File: config.mk
export PLATFORM = sky130hd
export DESIGN_NAME = key_value_line_tokenizer_top_flat
export DESIGN_NICKNAME = d
export VERILOG_FILES = /design/src/rtl/kvlt_pkg.sv /design/src/rtl/kvlt_if.sv /design/src/rtl/kvlt_step.sv /design/src/rtl/key_value_line_tokenizer_top.sv /design/src/flat_wrapper.sv
export SDC_FILE = /design/constraint.sdc
export NUM_CORES = 1
export LEC_CHECK = 0
export ABC_AREA = 1
export BUFFER_PORTS_ARGS = -buffer_cell sky130_fd_sc_hd__buf_2
export CAP_MARGIN = 20
export CORE_MARGIN = 2
export CORE_UTILIZATION = 45
export CTS_CLUSTER_DIAMETER = 30
export DETAILED_ROUTE_END_ITERATION = 8
export PLACE_DENSITY_LB_ADDON = 0.1
export SLEW_MARGIN = 20
export SYNTH_ARGS = -nofsm -noshare
export SYNTH_HDL_FRONTEND = slang
export SYNTH_SLANG_ARGS = --single-unit
File: constraint.sdc
create_clock -name clk -period 5.57 [get_ports clk]
set_clock_uncertainty 0.15 [all_clocks]
set_input_delay 0.2785 -clock clk [delete_from_list [all_inputs] [get_ports clk]]
set_output_delay 0.2785 -clock clk [all_outputs]
set_load 0.01 [all_outputs]
File: src/rtl/kvlt_pkg.sv
// Package for the key/value line tokenizer: constants, codes, state and result types.
// Shared helper functions for byte classification and lower-casing. No dependencies.
`timescale 1ns / 1ps

package kvlt_pkg;

  localparam int MAX_LINE   = 512;
  localparam int LINE_POS_W = $clog2(MAX_LINE + 1);
  localparam int CNT_W      = 9;
  localparam logic [CNT_W-1:0] CNT_MAX = {CNT_W{1'b1}};

  localparam logic [7:0] CH_NUL   = 8'h00;
  localparam logic [7:0] CH_TAB   = 8'h09;
  localparam logic [7:0] CH_LF    = 8'h0A;
  localparam logic [7:0] CH_CR    = 8'h0D;
  localparam logic [7:0] CH_SPACE = 8'h20;
  localparam logic [7:0] CH_COMMA = 8'h2C;
  localparam logic [7:0] CH_EQ    = 8'h3D;
  localparam logic [7:0] CH_US    = 8'h5F;
  localparam logic [7:0] CASE_OFS = 8'h20;

  localparam logic [1:0] KIND_KEY   = 2'd0;
  localparam logic [1:0] KIND_VALUE = 2'd1;
  localparam logic [1:0] KIND_EOL   = 2'd2;

  localparam logic [1:0] ST_OK    = 2'd0;
  localparam logic [1:0] ST_EMPTY = 2'd1;
  localparam logic [1:0] ST_ERROR = 2'd2;

  typedef enum logic [2:0] {
    PH_LEAD    = 3'd0,
    PH_KEY     = 3'd1,
    PH_PRESEP  = 3'd2,
    PH_POSTSEP = 3'd3,
    PH_VALUE   = 3'd4,
    PH_ERROR   = 3'd5
  } phase_t;

  typedef struct packed {
    phase_t                phase;
    logic                  after_cr;
    logic [LINE_POS_W-1:0] line_pos;
    logic [CNT_W-1:0]      key_count;
    logic [CNT_W-1:0]      value_count;
    logic [CNT_W-1:0]      trimmed_count;
  } line_state_t;

  typedef struct packed {
    logic             valid;
    logic [1:0]       kind;
    logic [7:0]       ch_out;
    logic [CNT_W-1:0] index;
    logic [1:0]       status;
    logic [CNT_W-1:0] key_length;
    logic [CNT_W-1:0] value_length;
  } result_t;

  function automatic logic is_blank(input logic [7:0] c);
    return (c == CH_SPACE) || (c == CH_TAB);
  endfunction

  function automatic logic is_sep(input logic [7:0] c);
    return (c == CH_EQ) || (c == CH_COMMA);
  endfunction

  function automatic logic is_upper(input logic [7:0] c);
    return (c >= 8'h41) && (c <= 8'h5A);
  endfunction

  function automatic logic is_key_char(input logic [7:0] c);
    return ((c >= 8'h61) && (c <= 8'h7A)) || is_upper(c) ||
           ((c >= 8'h30) && (c <= 8'h39)) || (c == CH_US);
  endfunction

  function automatic logic [7:0] to_lower(input logic [7:0] c);
    return is_upper(c) ? c + CASE_OFS : c;
  endfunction

endpackage

File: src/rtl/kvlt_if.sv
// Valid/ready channel interfaces for input bytes and result words.
// Depends on kvlt_pkg for field widths.
`timescale 1ns / 1ps

interface kvlt_in_if import kvlt_pkg::*; ();
  logic       valid;
  logic       ready;
  logic [7:0] ch;

  modport source (output valid, output ch, input ready);
  modport sink   (input valid, input ch, output ready);
endinterface

interface kvlt_out_if import kvlt_pkg::*; ();
  logic             valid;
  logic             ready;
  logic [1:0]       kind;
  logic [7:0]       ch_out;
  logic [CNT_W-1:0] index;
  logic [1:0]       status;
  logic [CNT_W-1:0] key_length;
  logic [CNT_W-1:0] value_length;

  modport source (output valid, output kind, output ch_out, output index, output status,
                  output key_length, output value_length, input ready);
  modport sink   (input valid, input kind, input ch_out, input index, input status,
                  input key_length, input value_length, output ready);
endinterface

File: src/rtl/kvlt_step.sv
// Per-byte tokenizer step: next line state and the optional result word.
// Purely combinational; depends on kvlt_pkg.
`timescale 1ns / 1ps

module kvlt_step import kvlt_pkg::*; (
  input  line_state_t state_i,
  input  logic [7:0]  ch_i,
  output line_state_t state_o,
  output result_t     res_o
);

  always_comb begin
    logic             term;
    logic [CNT_W-1:0] idx;
    logic [CNT_W-1:0] vcnt;

    term    = (ch_i == CH_CR) || (ch_i == CH_LF) || (ch_i == CH_NUL);
    idx     = '0;
    vcnt    = '0;
    state_o = state_i;
    res_o   = '0;
    state_o.after_cr = 1'b0;

    if (term) begin
      if (!((ch_i == CH_LF) && state_i.after_cr)) begin
        res_o.valid      = 1'b1;
        res_o.kind       = KIND_EOL;
        res_o.key_length = state_i.key_count;
        if (state_i.line_pos == '0) begin
          res_o.status = ST_EMPTY;
        end else if ((state_i.phase == PH_POSTSEP) || (state_i.phase == PH_VALUE)) begin
          res_o.status       = ST_OK;
          res_o.value_length = state_i.trimmed_count;
        end else begin
          res_o.status = ST_ERROR;
        end
        state_o.phase         = PH_LEAD;
        state_o.line_pos      = '0;
        state_o.key_count     = '0;
        state_o.value_count   = '0;
        state_o.trimmed_count = '0;
        state_o.after_cr      = (ch_i == CH_CR);
      end
    end else if (state_i.line_pos < LINE_POS_W'(MAX_LINE)) begin
      state_o.line_pos = state_i.line_pos + 1'b1;
      unique case (state_i.phase)
        PH_LEAD, PH_KEY: begin
          if (!((state_i.phase == PH_LEAD) && is_blank(ch_i))) begin
            if (is_key_char(ch_i)) begin
              idx = state_i.key_count;
              if (state_i.key_count < CNT_MAX) begin
                state_o.key_count = state_i.key_count + 1'b1;
              end
              state_o.phase = PH_KEY;
              res_o.valid   = 1'b1;
              res_o.kind    = KIND_KEY;
              res_o.ch_out  = to_lower(ch_i);
              res_o.index   = idx;
            end else if ((state_i.phase == PH_KEY) && is_blank(ch_i)) begin
              state_o.phase = PH_PRESEP;
            end else if ((state_i.phase == PH_KEY) && is_sep(ch_i)) begin
              state_o.phase = PH_POSTSEP;
            end else begin
              state_o.phase = PH_ERROR;
            end
          end
        end
        PH_PRESEP: begin
          if (!is_blank(ch_i)) begin
            state_o.phase = is_sep(ch_i) ? PH_POSTSEP : PH_ERROR;
          end
        end
        PH_POSTSEP, PH_VALUE: begin
          if (!((state_i.phase == PH_POSTSEP) && is_blank(ch_i))) begin
            state_o.phase = PH_VALUE;
            idx  = state_i.value_count;
            vcnt = state_i.value_count;
            if (state_i.value_count < CNT_MAX) begin
              vcnt = state_i.value_count + 1'b1;
            end
            state_o.value_count = vcnt;
            if (!is_blank(ch_i)) begin
              state_o.trimmed_count = vcnt;
            end
            res_o.valid  = 1'b1;
            res_o.kind   = KIND_VALUE;
            res_o.ch_out = ch_i;
            res_o.index  = idx;
          end
        end
        default: begin
          state_o.phase = PH_ERROR;
        end
      endcase
    end
  end

endmodule

File: src/rtl/key_value_line_tokenizer_top.sv
// Key/value line tokenizer top level: line state register, step logic and result register.
// Depends on kvlt_pkg, kvlt_if and kvlt_step.
// Each result word is registered and shown on the output in the cycle after its byte is accepted.
// Throughput: one byte per cycle; a byte is taken whenever the result register is empty
// or is being drained in the same cycle.
// Reset: synchronous, active low; clears the line state and the result valid flag.
`timescale 1ns / 1ps

module key_value_line_tokenizer_top import kvlt_pkg::*; (
  input  logic              clk,
  input  logic              rst_n,
  kvlt_in_if.sink           in_if,
  kvlt_out_if.source        out_if
);

  line_state_t state_r;
  line_state_t state_nxt;
  result_t     res_nxt;
  result_t     res_r;
  logic        out_valid_r;
  logic        accept;

  assign in_if.ready = !out_valid_r || out_if.ready;
  assign accept      = in_if.valid && in_if.ready;

  kvlt_step u_step (
    .state_i (state_r),
    .ch_i    (in_if.ch),
    .state_o (state_nxt),
    .res_o   (res_nxt)
  );

  always_ff @(posedge clk) begin
    if (!rst_n) begin
      state_r     <= '{phase: PH_LEAD, default: '0};
      out_valid_r <= 1'b0;
    end else begin
      if (accept) begin
        state_r <= state_nxt;
      end
      if (accept) begin
        out_valid_r <= res_nxt.valid;
      end else if (out_if.ready) begin
        out_valid_r <= 1'b0;
      end
    end
  end

  always_ff @(posedge clk) begin
    if (accept && res_nxt.valid) begin
      res_r <= res_nxt;
    end
  end

  assign out_if.valid        = out_valid_r;
  assign out_if.kind         = res_r.kind;
  assign out_if.ch_out       = res_r.ch_out;
  assign out_if.index        = res_r.index;
  assign out_if.status       = res_r.status;
  assign out_if.key_length   = res_r.key_length;
  assign out_if.value_length = res_r.value_length;

endmodule

File: src/flat_wrapper.sv
// flat-port wrapper written by rule: the top's interface ports become plain ports
module key_value_line_tokenizer_top_flat import kvlt_pkg::*;
  (clk, rst_n, in_if_valid, in_if_ch, in_if_ready, out_if_valid, out_if_kind, out_if_ch_out, out_if_index, out_if_status, out_if_key_length, out_if_value_length, out_if_ready);
  kvlt_in_if in_if_i ();
  kvlt_out_if out_if_i ();
  input  logic clk;
  input  logic rst_n;
  input wire logic [$bits(in_if_i.valid)-1:0] in_if_valid;
  input wire logic [$bits(in_if_i.ch)-1:0] in_if_ch;
  output wire logic [$bits(in_if_i.ready)-1:0] in_if_ready;
  output wire logic [$bits(out_if_i.valid)-1:0] out_if_valid;
  output wire logic [$bits(out_if_i.kind)-1:0] out_if_kind;
  output wire logic [$bits(out_if_i.ch_out)-1:0] out_if_ch_out;
  output wire logic [$bits(out_if_i.index)-1:0] out_if_index;
  output wire logic [$bits(out_if_i.status)-1:0] out_if_status;
  output wire logic [$bits(out_if_i.key_length)-1:0] out_if_key_length;
  output wire logic [$bits(out_if_i.value_length)-1:0] out_if_value_length;
  input wire logic [$bits(out_if_i.ready)-1:0] out_if_ready;
  assign in_if_i.valid = in_if_valid;
  assign in_if_i.ch = in_if_ch;
  assign in_if_ready = in_if_i.ready;
  assign out_if_valid = out_if_i.valid;
  assign out_if_kind = out_if_i.kind;
  assign out_if_ch_out = out_if_i.ch_out;
  assign out_if_index = out_if_i.index;
  assign out_if_status = out_if_i.status;
  assign out_if_key_length = out_if_i.key_length;
  assign out_if_value_length = out_if_i.value_length;
  assign out_if_i.ready = out_if_ready;
  key_value_line_tokenizer_top u_core (.clk(clk), .rst_n(rst_n), .in_if(in_if_i), .out_if(out_if_i));
endmodule
; After elaboration in Yosys (flattened, before gate mapping)
; Cells that the tools add are included.
[classes]
eq_ne = 18
add_sub_neg = 4
n_mux = 34
order_cmp = 9
bitwise_logic = 3
reduce_logical = 40
[op_table]
columns = operator, n
row1 = 2-to-1 mux 20 bit, 4
row2 = 2-to-1 mux 37 bit, 2
row3 = 2-to-1 mux 9 bit, 6
row4 = 2-to-1 mux 41 bit, 1
row5 = case mux 20 bit (2 select lines), 1
row6 = 2-to-1 mux 18 bit, 2
row7 = 2-to-1 mux 3 bit, 11
row8 = "== test 8 x 4 -> 1 bit, second input constant", 3
row9 = "== test 8 x 6 -> 1 bit, second input constant", 3
row10 = "adder 9 x 1 -> 9 bit, second input constant", 2
row11 = "< comparator 9 bit, second input constant", 2
row12 = ">= comparator 8 x 7 -> 1 bit, second input constant", 2
row13 = "less-or-equal comparator 8 x 7 -> 1 bit, second input constant", 2
row14 = AND reduction 6 bit, 2
row15 = nonzero test 2 bit, 6
row16 = "adder 10 x 1 -> 10 bit, second input constant", 1
row17 = logical AND 1 bit, 10
row18 = zero test 10 bit, 1
row19 = "< comparator 10 bit, second input constant", 1
row20 = logical OR 1 bit, 9
row21 = "inequality test 3 bit, second input constant", 3
row22 = case mux 3 bit (3 select lines), 1
row23 = "adder 8 x 6 -> 8 bit, second input constant", 1
row24 = "== test 8 x 7 -> 1 bit, second input constant", 1
row25 = 19 further kinds, 31
[totals]
input_bits = 12
ff_bits = 81

; Logic depth before layout (Yosys ltp)
; Gate-level depths: netlist of run 1.
[depth]
word_depth = 11
depth_mapped = 14
mapped_depth_nobuf = 14

; Cells and area by module
; A second synthesis of run 1 with hierarchy kept.
[hier_totals]
cells_unflattened = 757
area_unflattened_um2 = 5153.7
[by_module_without_submodules]
columns = module, instances, area_per_inst_um2, seq_area_each_um2, cells_each
row1 = key_value_line_tokenizer_top, 1, 3074.2, 2011.9, 318
row2 = kvlt_step, 1, 2079.5, 0.0, 439

; Worst setup path before layout of run 1
; No wires, ideal clock.
[synth_timing]
path_kind = input to register
start = in in_if_ch[3]
end = reg u_core.res_r (netlist bit u_core.out_if.ch_out[0]), enable pin
slack_ns = 2.955
setup_ns = 0.397
path_buffers = 1
cell_stages = 10
arrival_time_ns = 2.068
required_ns = 5.023
path_cell_list = buf_4 nand2_1 nor2_1 nand2_1 nand3_4 inv_4 nand2_1 nor2_1 nand2_1 nand2_1
[synth_between]
elab_chain_len = 11
[synth_lines]
columns = element, line_no
row1 = "start, declared", flat_wrapper.sv:9  ; input wire logic [$bits(in_if_i.ch)-1:0] in_if_ch;
row2 = ">= comparator 8 x 7 -> 1 bit, or another cell as far along", kvlt_pkg.sv:71  ; return ((c >= 8'h61) && (c <= 8'h7A)) || is_upper(c) ||
row3 = "logical AND 1 bit, on equally long branches", "kvlt_pkg.sv:71, kvlt_pkg.sv:67"
row4 = logical OR 1 bit (2 in series), kvlt_pkg.sv:71
row5 = logical OR 1 bit, kvlt_pkg.sv:72  ; ((c >= 8'h30) && (c <= 8'h39)) || (c == CH_US);
row6 = 2-to-1 mux 20 bit, kvlt_step.sv:49  ; if (is_key_char(ch_i)) begin
row7 = 2-to-1 mux 20 bit, kvlt_step.sv:48  ; if (!((state_i.phase == PH_LEAD) && is_blank(ch_i))) begin
row8 = case mux 20 bit (2 select lines), kvlt_step.sv:46  ; unique case (state_i.phase)
row9 = 2-to-1 mux 20 bit, kvlt_step.sv:44  ; end else if (state_i.line_pos < LINE_POS_W'(MAX_LINE)) begin
row10 = 2-to-1 mux 3 bit *, kvlt_step.sv:24  ; if (term) begin
row11 = logical AND 1 bit *, key_value_line_tokenizer_top.sv:50  ; if (accept && res_nxt.valid) begin
row12 = "end signal, assigned", key_value_line_tokenizer_top.sv:51  ; res_r <= res_nxt;
row13 = "end, declared", key_value_line_tokenizer_top.sv:19  ; result_t res_r;
; Mark *: on every way between the ends. The rest lies on a longest branch, timed or not.
; A chain may end at the register's enable or synchronous reset.

; Final worst setup path of run 1
[layout_timing]
start = in in_if_ch[3]
end = reg u_core.res_r (netlist bit u_core.out_if.ch_out[3]), enable pin
; The elaborated chain is that of the path after synthesis.

==> metrics.txt, run 1 <==
# TYPE chip_impl_metric gauge
chip_impl_info{name="outcome",value="completed"} 1
chip_impl_metric{name="pin_count_of_the_biggest_net_entering_global_routing",unit=""} 40
chip_impl_metric{name="core_area",unit="µm²"} 9240
chip_impl_metric{name="post_layout_nonfiller_instances",unit=""} 734
chip_impl_info{name="cp-start-kind",value="input pin"} 1
chip_impl_metric{name="holdBufCountCts",unit=""} 0
chip_impl_metric{name="drv_cap",unit=""} 0
chip_impl_metric{name="place.port_buffers",unit=""} 52
chip_impl_metric{name="clockBufferDepth",unit=""} 2
chip_impl_info{name="dominantRegCellSynth",value="sky130_fd_sc_hd__dfxtp_1"} 1
chip_impl_metric{name="synth.yosys.seq_area_share",unit="%"} 47.1
chip_impl_info{name="critPathKind",value="input pin to flip-flop"} 1
chip_impl_metric{name="io_pins",unit=""} 53
chip_impl_metric{name="p_int",unit="mW"} 0.862
chip_impl_metric{name="horiz_die_dim",unit="µm"} 101
chip_impl_info{name="worst_hold_path_type",value="input pin to flip-flop"} 1
chip_impl_metric{name="floorplan.initialDensity",unit="%"} 46.2
chip_impl_metric{name="max-slew-margin-rel",unit="%"} 47.0
chip_impl_metric{name="finish.net_count",unit=""} 619
chip_impl_metric{name="antenna_violating_nets_left",unit=""} 0
chip_impl_metric{name="final_layout_size_suffix_gt1_share",unit="%"} 16.0
chip_impl_info{name="cts-root-buf",value="sky130_fd_sc_hd__clkbuf_8"} 1
chip_impl_info{name="crit_family",value="simple AND/OR/NAND/NOR gates"} 1
chip_impl_metric{name="timing.final.hold_violations",unit=""} 0
chip_impl_metric{name="post-route-util",unit="%"} 52.1
chip_impl_metric{name="globalplace.congestion",unit=""} 0.950
chip_impl_metric{name="die_area",unit="µm²"} 10300
chip_impl_metric{name="insertion_delay",unit="ns"} 0.37
chip_impl_metric{name="ys_warn_count",unit=""} 0
chip_impl_metric{name="clock_tree.htree_level_count",unit=""} 3
chip_impl_metric{name="resized_gates_after_cts",unit=""} 0
chip_impl_metric{name="clk_transition_reported_paths",unit="ns"} 0.08
chip_impl_metric{name="avgRoutedWirePerCell",unit="µm"} 13.8
chip_impl_info{name="timing.critical_path.mode_cell",value="sky130_fd_sc_hd__nand2_1"} 1
chip_impl_metric{name="cts_num_sinks",unit=""} 81
chip_impl_metric{name="fraction_of_power_consumed_by_the_clock_network",unit="%"} 32.4
chip_impl_metric{name="combinationalPowerShare",unit="%"} 12.8
chip_impl_metric{name="regToRegSetupSlack",unit="ns"} 3.09
chip_impl_metric{name="finalCritPeriodShare",unit="%"} 45.8
chip_impl_metric{name="fmaxAchievable",unit="GHz"} 0.392
chip_impl_metric{name="critical_path.max_fanout",unit=""} 39
chip_impl_metric{name="setup-violations-final",unit=""} 0
chip_impl_metric{name="grt_antenna_before_repair",unit=""} 0
chip_impl_metric{name="area_growth_syn_to_layout",unit="%"} 12.8
chip_impl_metric{name="num_vias",unit=""} 3755
chip_impl_metric{name="finalWorstPathRequiredPeriod",unit="ns"} 2.55
chip_impl_metric{name="tightestPinTransition",unit="ns"} 0.790
chip_impl_metric{name="count_of_standard_cell_rows",unit=""} 35
chip_impl_metric{name="p_leak",unit="nW"} 1.91
chip_impl_metric{name="power.switching",unit="mW"} 0.355
chip_impl_metric{name="post_cts.repair.setup_buffers",unit=""} 0
chip_impl_metric{name="timing.setup.tns",unit="ns"} 0
chip_impl_metric{name="detail_route.first_pass.iterations",unit=""} 5
chip_impl_metric{name="postRouteWirelength",unit="mm"} 10.1
chip_impl_metric{name="antenna_cells",unit=""} 0
chip_impl_metric{name="post-place-cells",unit=""} 718
chip_impl_metric{name="cpPeakStageDelay",unit="ns"} 0.45
chip_impl_metric{name="post-dp-hpwl",unit="mm"} 7.32
chip_impl_metric{name="crit_required",unit="ns"} 5.42
chip_impl_metric{name="fillers",unit=""} 921
chip_impl_metric{name="critical_path.n_buffers_inverters",unit=""} 3
chip_impl_info{name="rsz0062_at_grt",value="no"} 1
chip_impl_metric{name="total_cts_buffers",unit=""} 9
chip_impl_metric{name="grt_pass1_wl",unit="mm"} 16.8
chip_impl_metric{name="post_synthesis_cell_area",unit="µm²"} 4270
chip_impl_metric{name="grt_overflow",unit=""} 0
chip_impl_metric{name="number_of_global_route_vias_before_repair",unit=""} 3386
chip_impl_info{name="cts_tree",value="done"} 1
chip_impl_info{name="critical_path.cell_chain",value="buf_2 -> nand2_1 -> nor2_1 -> nand2_1 -> nand3_4 -> inv_4 -> nand2_1 -> nor2_1 -> nand2_1 -> nand2_1 -> buf_4"} 1
chip_impl_metric{name="synth_cell_types",unit=""} 39
chip_impl_metric{name="synth_nets",unit=""} 566
chip_impl_metric{name="synthesis.instances",unit=""} 547
chip_impl_metric{name="synth_enable_flop_cells",unit=""} 39
chip_impl_metric{name="synth_seq_cells",unit=""} 81
chip_impl_metric{name="post_synth.cell_area_avg",unit="µm²"} 7.80
chip_impl_metric{name="power_frac_seq",unit="%"} 54.8
chip_impl_metric{name="asyncSetResetFlopFracSynth",unit="%"} 0
chip_impl_info{name="crit_slowest_cell",value="sky130_fd_sc_hd__buf_4"} 1
chip_impl_metric{name="arrival",unit="ns"} 2.40
chip_impl_metric{name="drc",unit=""} 0
chip_impl_metric{name="power.share.switching",unit="%"} 29.2
chip_impl_metric{name="max-vdd-ir-drop",unit="mV"} 0.110
chip_impl_metric{name="post_drt_via_cell_ratio",unit=""} 5.12
chip_impl_info{name="timing.critical_path.to_type",value="flip-flop"} 1
chip_impl_metric{name="grt_usage",unit="%"} 20.9
chip_impl_metric{name="final-max-slew-violation-count",unit=""} 0
chip_impl_metric{name="power-per-cell-area",unit="nW/µm²"} 253
chip_impl_metric{name="die_h",unit="µm"} 101
chip_impl_metric{name="drt_iter0_drc",unit=""} 215
-- worst reg2reg max path, delay by kind of cell (launching register included) --
| kind | cells | cell delay (ns) |
|---|---|---|
| AO/OA/AOI/OAI | 1 | 0.54 |
| buffers and inverters | 2 | 0.54 |
| flip-flops | 1 | 0.36 |
| AND/OR/NAND/NOR | 5 | 0.53 |
-- state kept, by name, summed over array words and instances (netlist names) --
signal                      flops
u_core.out_if.ch_out            8
u_core.out_if.kind              2
u_core.state_r                 41
u_core.out_if.key_length        9
u_core.out_if.status            2
u_core.out_if.value_length      9
u_core.out_if.valid             1
u_core.out_if.index             9
-- synthesized netlist by cell type, types with 5 or more instances --
cell	n	area (µm²)
sky130_fd_sc_hd__nor2_1	74	278
sky130_fd_sc_hd__inv_1	63	236
sky130_fd_sc_hd__nor3_1	14	70.1
sky130_fd_sc_hd__nand2_1	125	469
sky130_fd_sc_hd__ha_1	7	87.6
sky130_fd_sc_hd__edfxtp_1	39	1170
sky130_fd_sc_hd__o21ai_0	15	75.1
sky130_fd_sc_hd__a21oi_1	54	270
sky130_fd_sc_hd__clkbuf_1	5	18.8
sky130_fd_sc_hd__nand3_1	28	140
sky130_fd_sc_hd__o21ai_1	7	35.0
sky130_fd_sc_hd__dfxtp_1	42	841
sky130_fd_sc_hd__nand4_1	14	87.6
sky130_fd_sc_hd__nand2_2	9	56.3
sky130_fd_sc_hd__xor2_1	10	87.6
-- kinds of logic (layout without fill, tap and decap cells) --
logic type      count (synthesis)  count (layout)  share of synthesized area, %
simple gates                  282             282                          30.4
compound gates                 84              84                          10.3
flops                          81              81                          47.1
buf+inv                        81             139                          7.68
xor+xnor                       12              12                          2.46
fa+ha+maj                       7               7                          2.05
-- area by class of cell --
| type | count | area, µm² | area share (%) |
|---|---|---|---|
| Clock buffer | 9 | 124 | 2.57 |
| Clock inverter | 7 | 53.8 | 1.12 |
| Inverter | 70 | 265 | 5.51 |
| Multi-Input combinational cell | 385 | 1930 | 40.1 |
| Sequential cell | 81 | 2010 | 41.8 |
| Tap cell | 129 | 161 | 3.35 |
| Timing Repair Buffer | 53 | 268 | 5.56 |
-- path summary, 6_finish.rpt --
check        depth (start not counted)                      end                from
min                                  3        u_core.state_r[9]               rst_n
max reg2reg                          8  u_core.out_if.ch_out[3]  u_core.state_r[39]
min reg2reg                          2       u_core.state_r[31]  u_core.state_r[31]
max                                 11  u_core.out_if.ch_out[3]         in_if_ch[3]
-- through the flow --
step	power (mW)	area (µm²)	worst slack [ns]	hold slack [ns]
2_1_floorplan	0.783	4270	2.95	0.291
3_3_place_gp	0.836	4630	2.75	0.309
3_5_place_dp	0.836	4630	2.65	0.315
4_1_cts	1.23	4810	3.04	0.0999
5_1_grt	1.28	4810	2.80	0.117
6_report	1.22	4810	3.02	0.106
-- power groups by stage --
stage	logic, mW	clock network, mW	registers [mW]
floorplan	0.0948	0	0.688
global placement	0.156	0	0.680
detailed placement	0.156	0	0.680
CTS	0.157	0.404	0.667
global route	0.176	0.434	0.671
finish	0.156	0.394	0.667
-- per-layer routing --
metal	track usage, %	up-vias	wire length (µm)	share of wire (%)
li1	-	1906	-	-
met1	29.6	1730	4900	48
met2	32.0	106	4600	45
met3	4.00	13	461	4.6
met4	7.48	0	163	1.6
met5	0	-	0	0
-- cells in the final DEF (no fill, tap or decap), types with 2 or more instances in the layout --
master / n
sky130_fd_sc_hd__o21ai_1: 7
sky130_fd_sc_hd__nor2_1: 74
sky130_fd_sc_hd__inv_1: 63
sky130_fd_sc_hd__nand3_2: 2
sky130_fd_sc_hd__o21ai_0: 15
sky130_fd_sc_hd__ha_1: 7
sky130_fd_sc_hd__nand4_1: 14
sky130_fd_sc_hd__xnor2_1: 2
sky130_fd_sc_hd__nor3b_1: 2
sky130_fd_sc_hd__clkinvlp_4: 2
sky130_fd_sc_hd__clkbuf_8: 9
sky130_fd_sc_hd__nand2_1: 125
sky130_fd_sc_hd__nand3_1: 28
sky130_fd_sc_hd__inv_6: 2
sky130_fd_sc_hd__clkinv_4: 2
sky130_fd_sc_hd__buf_2: 52
sky130_fd_sc_hd__nor3_1: 14
sky130_fd_sc_hd__nand2_2: 9
sky130_fd_sc_hd__a31oi_1: 2
sky130_fd_sc_hd__a21oi_1: 54
sky130_fd_sc_hd__xor2_1: 10
sky130_fd_sc_hd__inv_2: 3
sky130_fd_sc_hd__nor2_2: 3
sky130_fd_sc_hd__nand3_4: 3
sky130_fd_sc_hd__edfxtp_1: 39
sky130_fd_sc_hd__dfxtp_1: 42
sky130_fd_sc_hd__clkinv_1: 4
sky130_fd_sc_hd__nor2_4: 2
sky130_fd_sc_hd__o21ai_2: 2
Note: power is estimated with default switching activity, not from simulation.
==> run 2: changes to the inputs <==
ABC_AREA = 0   (was 1)
clock period = 2.6 ns   (was 5.57 ns; I/O delays follow)
==> metrics.txt, run 2 <==
# TYPE chip_impl_metric gauge
chip_impl_info{name="outcome",value="completed"} 1
chip_impl_metric{name="horiz_die_dim",unit="µm"} 99.8
chip_impl_metric{name="max-slew-margin-rel",unit="%"} 50.1
chip_impl_metric{name="post-dp-hpwl",unit="mm"} 6.91
chip_impl_metric{name="synthesis.instances",unit=""} 430
chip_impl_metric{name="ys_warn_count",unit=""} 0
chip_impl_metric{name="cts_num_sinks",unit=""} 81
chip_impl_metric{name="clock_tree.htree_level_count",unit=""} 3
chip_impl_metric{name="num_vias",unit=""} 3465
chip_impl_info{name="timing.critical_path.to_type",value="flip-flop"} 1
chip_impl_metric{name="post_drt_via_cell_ratio",unit=""} 5.72
chip_impl_info{name="cp-start-kind",value="input pin"} 1
chip_impl_info{name="cts_tree",value="done"} 1
chip_impl_metric{name="count_of_standard_cell_rows",unit=""} 34
chip_impl_info{name="post-synth-top-count-cell",value="sky130_fd_sc_hd__nand2_1"} 1
chip_impl_metric{name="worst_hold_slack",unit="ns"} 0.0169
chip_impl_metric{name="combinationalPowerShare",unit="%"} 14.0
chip_impl_metric{name="floorplan.initialDensity",unit="%"} 46.9
chip_impl_metric{name="resized_gates_after_cts",unit=""} 0
chip_impl_metric{name="power_frac_seq",unit="%"} 54.2
chip_impl_metric{name="grt_usage",unit="%"} 19.6
chip_impl_metric{name="p_leak",unit="nW"} 1.83
chip_impl_metric{name="place.port_buffers",unit=""} 52
chip_impl_metric{name="finalCritPeriodShare",unit="%"} 87.6
chip_impl_metric{name="clockBufferDepth",unit=""} 2
chip_impl_metric{name="final_layout_size_suffix_gt1_share",unit="%"} 20.5
chip_impl_metric{name="synth_enable_flop_cells",unit=""} 39
chip_impl_metric{name="synth.yosys.seq_area_share",unit="%"} 48.7
chip_impl_metric{name="max-vdd-ir-drop",unit="mV"} 0.263
chip_impl_metric{name="fraction_of_power_consumed_by_the_clock_network",unit="%"} 31.8
chip_impl_metric{name="timing.final.hold_violations",unit=""} 0
chip_impl_metric{name="drt_iter0_drc",unit=""} 173
chip_impl_metric{name="power.switching",unit="mW"} 0.733
chip_impl_info{name="post-synth-top-area-cell",value="sky130_fd_sc_hd__edfxtp_1"} 1
chip_impl_metric{name="fmaxAchievable",unit="GHz"} 0.439
chip_impl_info{name="layout_commonest_cell",value="sky130_fd_sc_hd__buf_2"} 1
chip_impl_metric{name="finalWorstPathRequiredPeriod",unit="ns"} 2.28
chip_impl_metric{name="io_pins",unit=""} 53
chip_impl_metric{name="final-max-slew-violation-count",unit=""} 0
chip_impl_metric{name="synth_cell_types",unit=""} 65
chip_impl_metric{name="grt_overflow",unit=""} 0
chip_impl_metric{name="seq_area",unit="µm²"} 2010
chip_impl_metric{name="tightestPinTransition",unit="ns"} 0.743
chip_impl_metric{name="power.share.switching",unit="%"} 28.1
chip_impl_metric{name="area_growth_syn_to_layout",unit="%"} 16.1
chip_impl_info{name="critPathKind",value="input pin to flip-flop"} 1
chip_impl_info{name="post_synth_most_frequent_cells",value="sky130_fd_sc_hd__nand2_1 (44), sky130_fd_sc_hd__dfxtp_1 (42), sky130_fd_sc_hd__edfxtp_1 (39)"} 1
chip_impl_metric{name="total_cts_buffers",unit=""} 9
chip_impl_metric{name="number_of_global_route_vias_before_repair",unit=""} 3196
chip_impl_metric{name="antenna_violating_nets_left",unit=""} 0
chip_impl_metric{name="crit_required",unit="ns"} 2.56
chip_impl_metric{name="synth_seq_cells",unit=""} 81
chip_impl_info{name="rsz0062_at_grt",value="no"} 1
chip_impl_info{name="synth_area_leaders",value="sky130_fd_sc_hd__edfxtp_1 (28%), sky130_fd_sc_hd__dfxtp_1 (20%), sky130_fd_sc_hd__nand2_1 (4.0%)"} 1
chip_impl_metric{name="drv_cap",unit=""} 0
chip_impl_metric{name="holdBufCountCts",unit=""} 1
chip_impl_metric{name="core_area",unit="µm²"} 8810
chip_impl_metric{name="detail_route.first_pass.iterations",unit=""} 4
chip_impl_metric{name="die_h",unit="µm"} 99.8
chip_impl_metric{name="drc",unit=""} 0
chip_impl_info{name="worst_hold_path_type",value="input pin to flip-flop"} 1
chip_impl_metric{name="antenna_cells",unit=""} 0
chip_impl_metric{name="fillers",unit=""} 803
chip_impl_info{name="layout.cells.most_common_list",value="sky130_fd_sc_hd__buf_2 (52), sky130_fd_sc_hd__nand2_1 (44), sky130_fd_sc_hd__dfxtp_1 (42), sky130_fd_sc_hd__edfxtp_1 (39), sky130_fd_sc_hd__nor2_1 (37)"} 1
chip_impl_metric{name="grt_pass1_wl",unit="mm"} 15.6
chip_impl_metric{name="synth_nets",unit=""} 449
chip_impl_metric{name="avgRoutedWirePerCell",unit="µm"} 15.5
chip_impl_metric{name="power-per-cell-area",unit="nW/µm²"} 545
chip_impl_info{name="dominantRegCellSynth",value="sky130_fd_sc_hd__dfxtp_1"} 1
chip_impl_metric{name="setup-violations-final",unit=""} 0
chip_impl_metric{name="arrival",unit="ns"} 2.24
chip_impl_metric{name="die_area",unit="µm²"} 9960
chip_impl_metric{name="post_synth.cell_area_avg",unit="µm²"} 9.60
chip_impl_metric{name="pin_count_of_the_biggest_net_entering_global_routing",unit=""} 28
chip_impl_metric{name="grt_antenna_before_repair",unit=""} 0
chip_impl_metric{name="totalPowerFinal",unit="mW"} 2.61
chip_impl_metric{name="insertion_delay",unit="ns"} 0.35
chip_impl_info{name="largest-register",value="u_core.state_r"} 1
chip_impl_metric{name="critical_path.max_fanout",unit=""} 12
chip_impl_metric{name="finish.net_count",unit=""} 512
chip_impl_metric{name="timing.setup.tns",unit="ns"} 0
chip_impl_metric{name="post-route-util",unit="%"} 54.4
chip_impl_metric{name="asyncSetResetFlopFracSynth",unit="%"} 0
chip_impl_metric{name="synthDominantCellAreaShare",unit="%"} 28.4
chip_impl_metric{name="postRouteWirelength",unit="mm"} 9.38
chip_impl_metric{name="area_taken_by_multi_input_logic_gates",unit="µm²"} 1960
chip_impl_metric{name="largest_reg_flops",unit=""} 41
chip_impl_info{name="cts-root-buf",value="sky130_fd_sc_hd__clkbuf_8"} 1
chip_impl_metric{name="globalplace.congestion",unit=""} 0.864
chip_impl_metric{name="p_int",unit="mW"} 1.88
chip_impl_metric{name="clk_transition_reported_paths",unit="ns"} 0.08
chip_impl_metric{name="post_synthesis_cell_area",unit="µm²"} 4130
chip_impl_metric{name="post_cts.repair.setup_buffers",unit=""} 0
==> run 2: layout make-up <==
class | instances | area share, %
tap | 108 | 2.82
multi-input combinational | 310 | 40.8
timing repair buffer | 76 | 9.50
clock buffer | 9 | 2.58
inverter | 15 | 1.17
sequential | 81 | 42.0
clock inverter | 7 | 1.10
==> run 2: stage by stage <==
step	std cells	area (µm²)	worst slack, ns
floorplan	430	4140	0.00913
global placement	589	4610	0.104
detailed placement	589	4610	-0.000721
CTS	606	4790	0.349
global route	606	4790	0.0954
finish	606	4790	0.322
==> run 2: metal layers <==
metal | vias to the layer above | track usage (%) | wire (µm)
met5 | - | 0 | 0
met4 | 0 | 7.27 | 161
met3 | 14 | 3.48 | 335
met2 | 81 | 30.0 | 4190
met1 | 1647 | 27.9 | 4690
li1 | 1723 | - | -
==> run 2: worst paths after layout <==
path	startpoint	to	slack [ns]	cells past startpoint
setup / recovery	in_if_ch[5]	u_core.out_if.ch_out[3]	0.32	9
hold / removal	out_if_ready	u_core.out_if.valid	0.02	3
setup reg to reg	u_core.state_r[12]	u_core.state_r[4]	0.42	6
hold reg to reg	u_core.state_r[5]	u_core.state_r[5]	0.30	2
==> run 2: critical path, stage by stage <==
cell	delay, ns
sky130_fd_sc_hd__buf_2	0.23
sky130_fd_sc_hd__inv_1	0.15
sky130_fd_sc_hd__ha_1	0.21
sky130_fd_sc_hd__nor3b_1	0.13
sky130_fd_sc_hd__o22ai_1	0.22
sky130_fd_sc_hd__a21oi_1	0.13
sky130_fd_sc_hd__o21ai_1	0.62
sky130_fd_sc_hd__nand2_1	0.19
sky130_fd_sc_hd__and3_1	0.22
==> run 2: power by group through the flow <==
stage	logic, mW	registers, mW	clock network, mW
6_report	0.364	1.42	0.831
5_1_grt	0.402	1.42	0.910
4_1_cts	0.366	1.42	0.850
3_5_place_dp	0.363	1.45	0
3_3_place_gp	0.359	1.44	0
2_1_floorplan	0.209	1.46	0
==> run 2: cell families after synthesis <==
logic type	count (synthesis)	synth area share, %
buffers and inverters	39	4.12
flip-flops	81	48.7
AND/OR/NAND/NOR	181	23.7
multiplexers	4	1.00
adder cells (fa/ha/maj)	7	2.12
XOR/XNOR	14	2.97
AO/OA/AOI/OAI	104	17.3
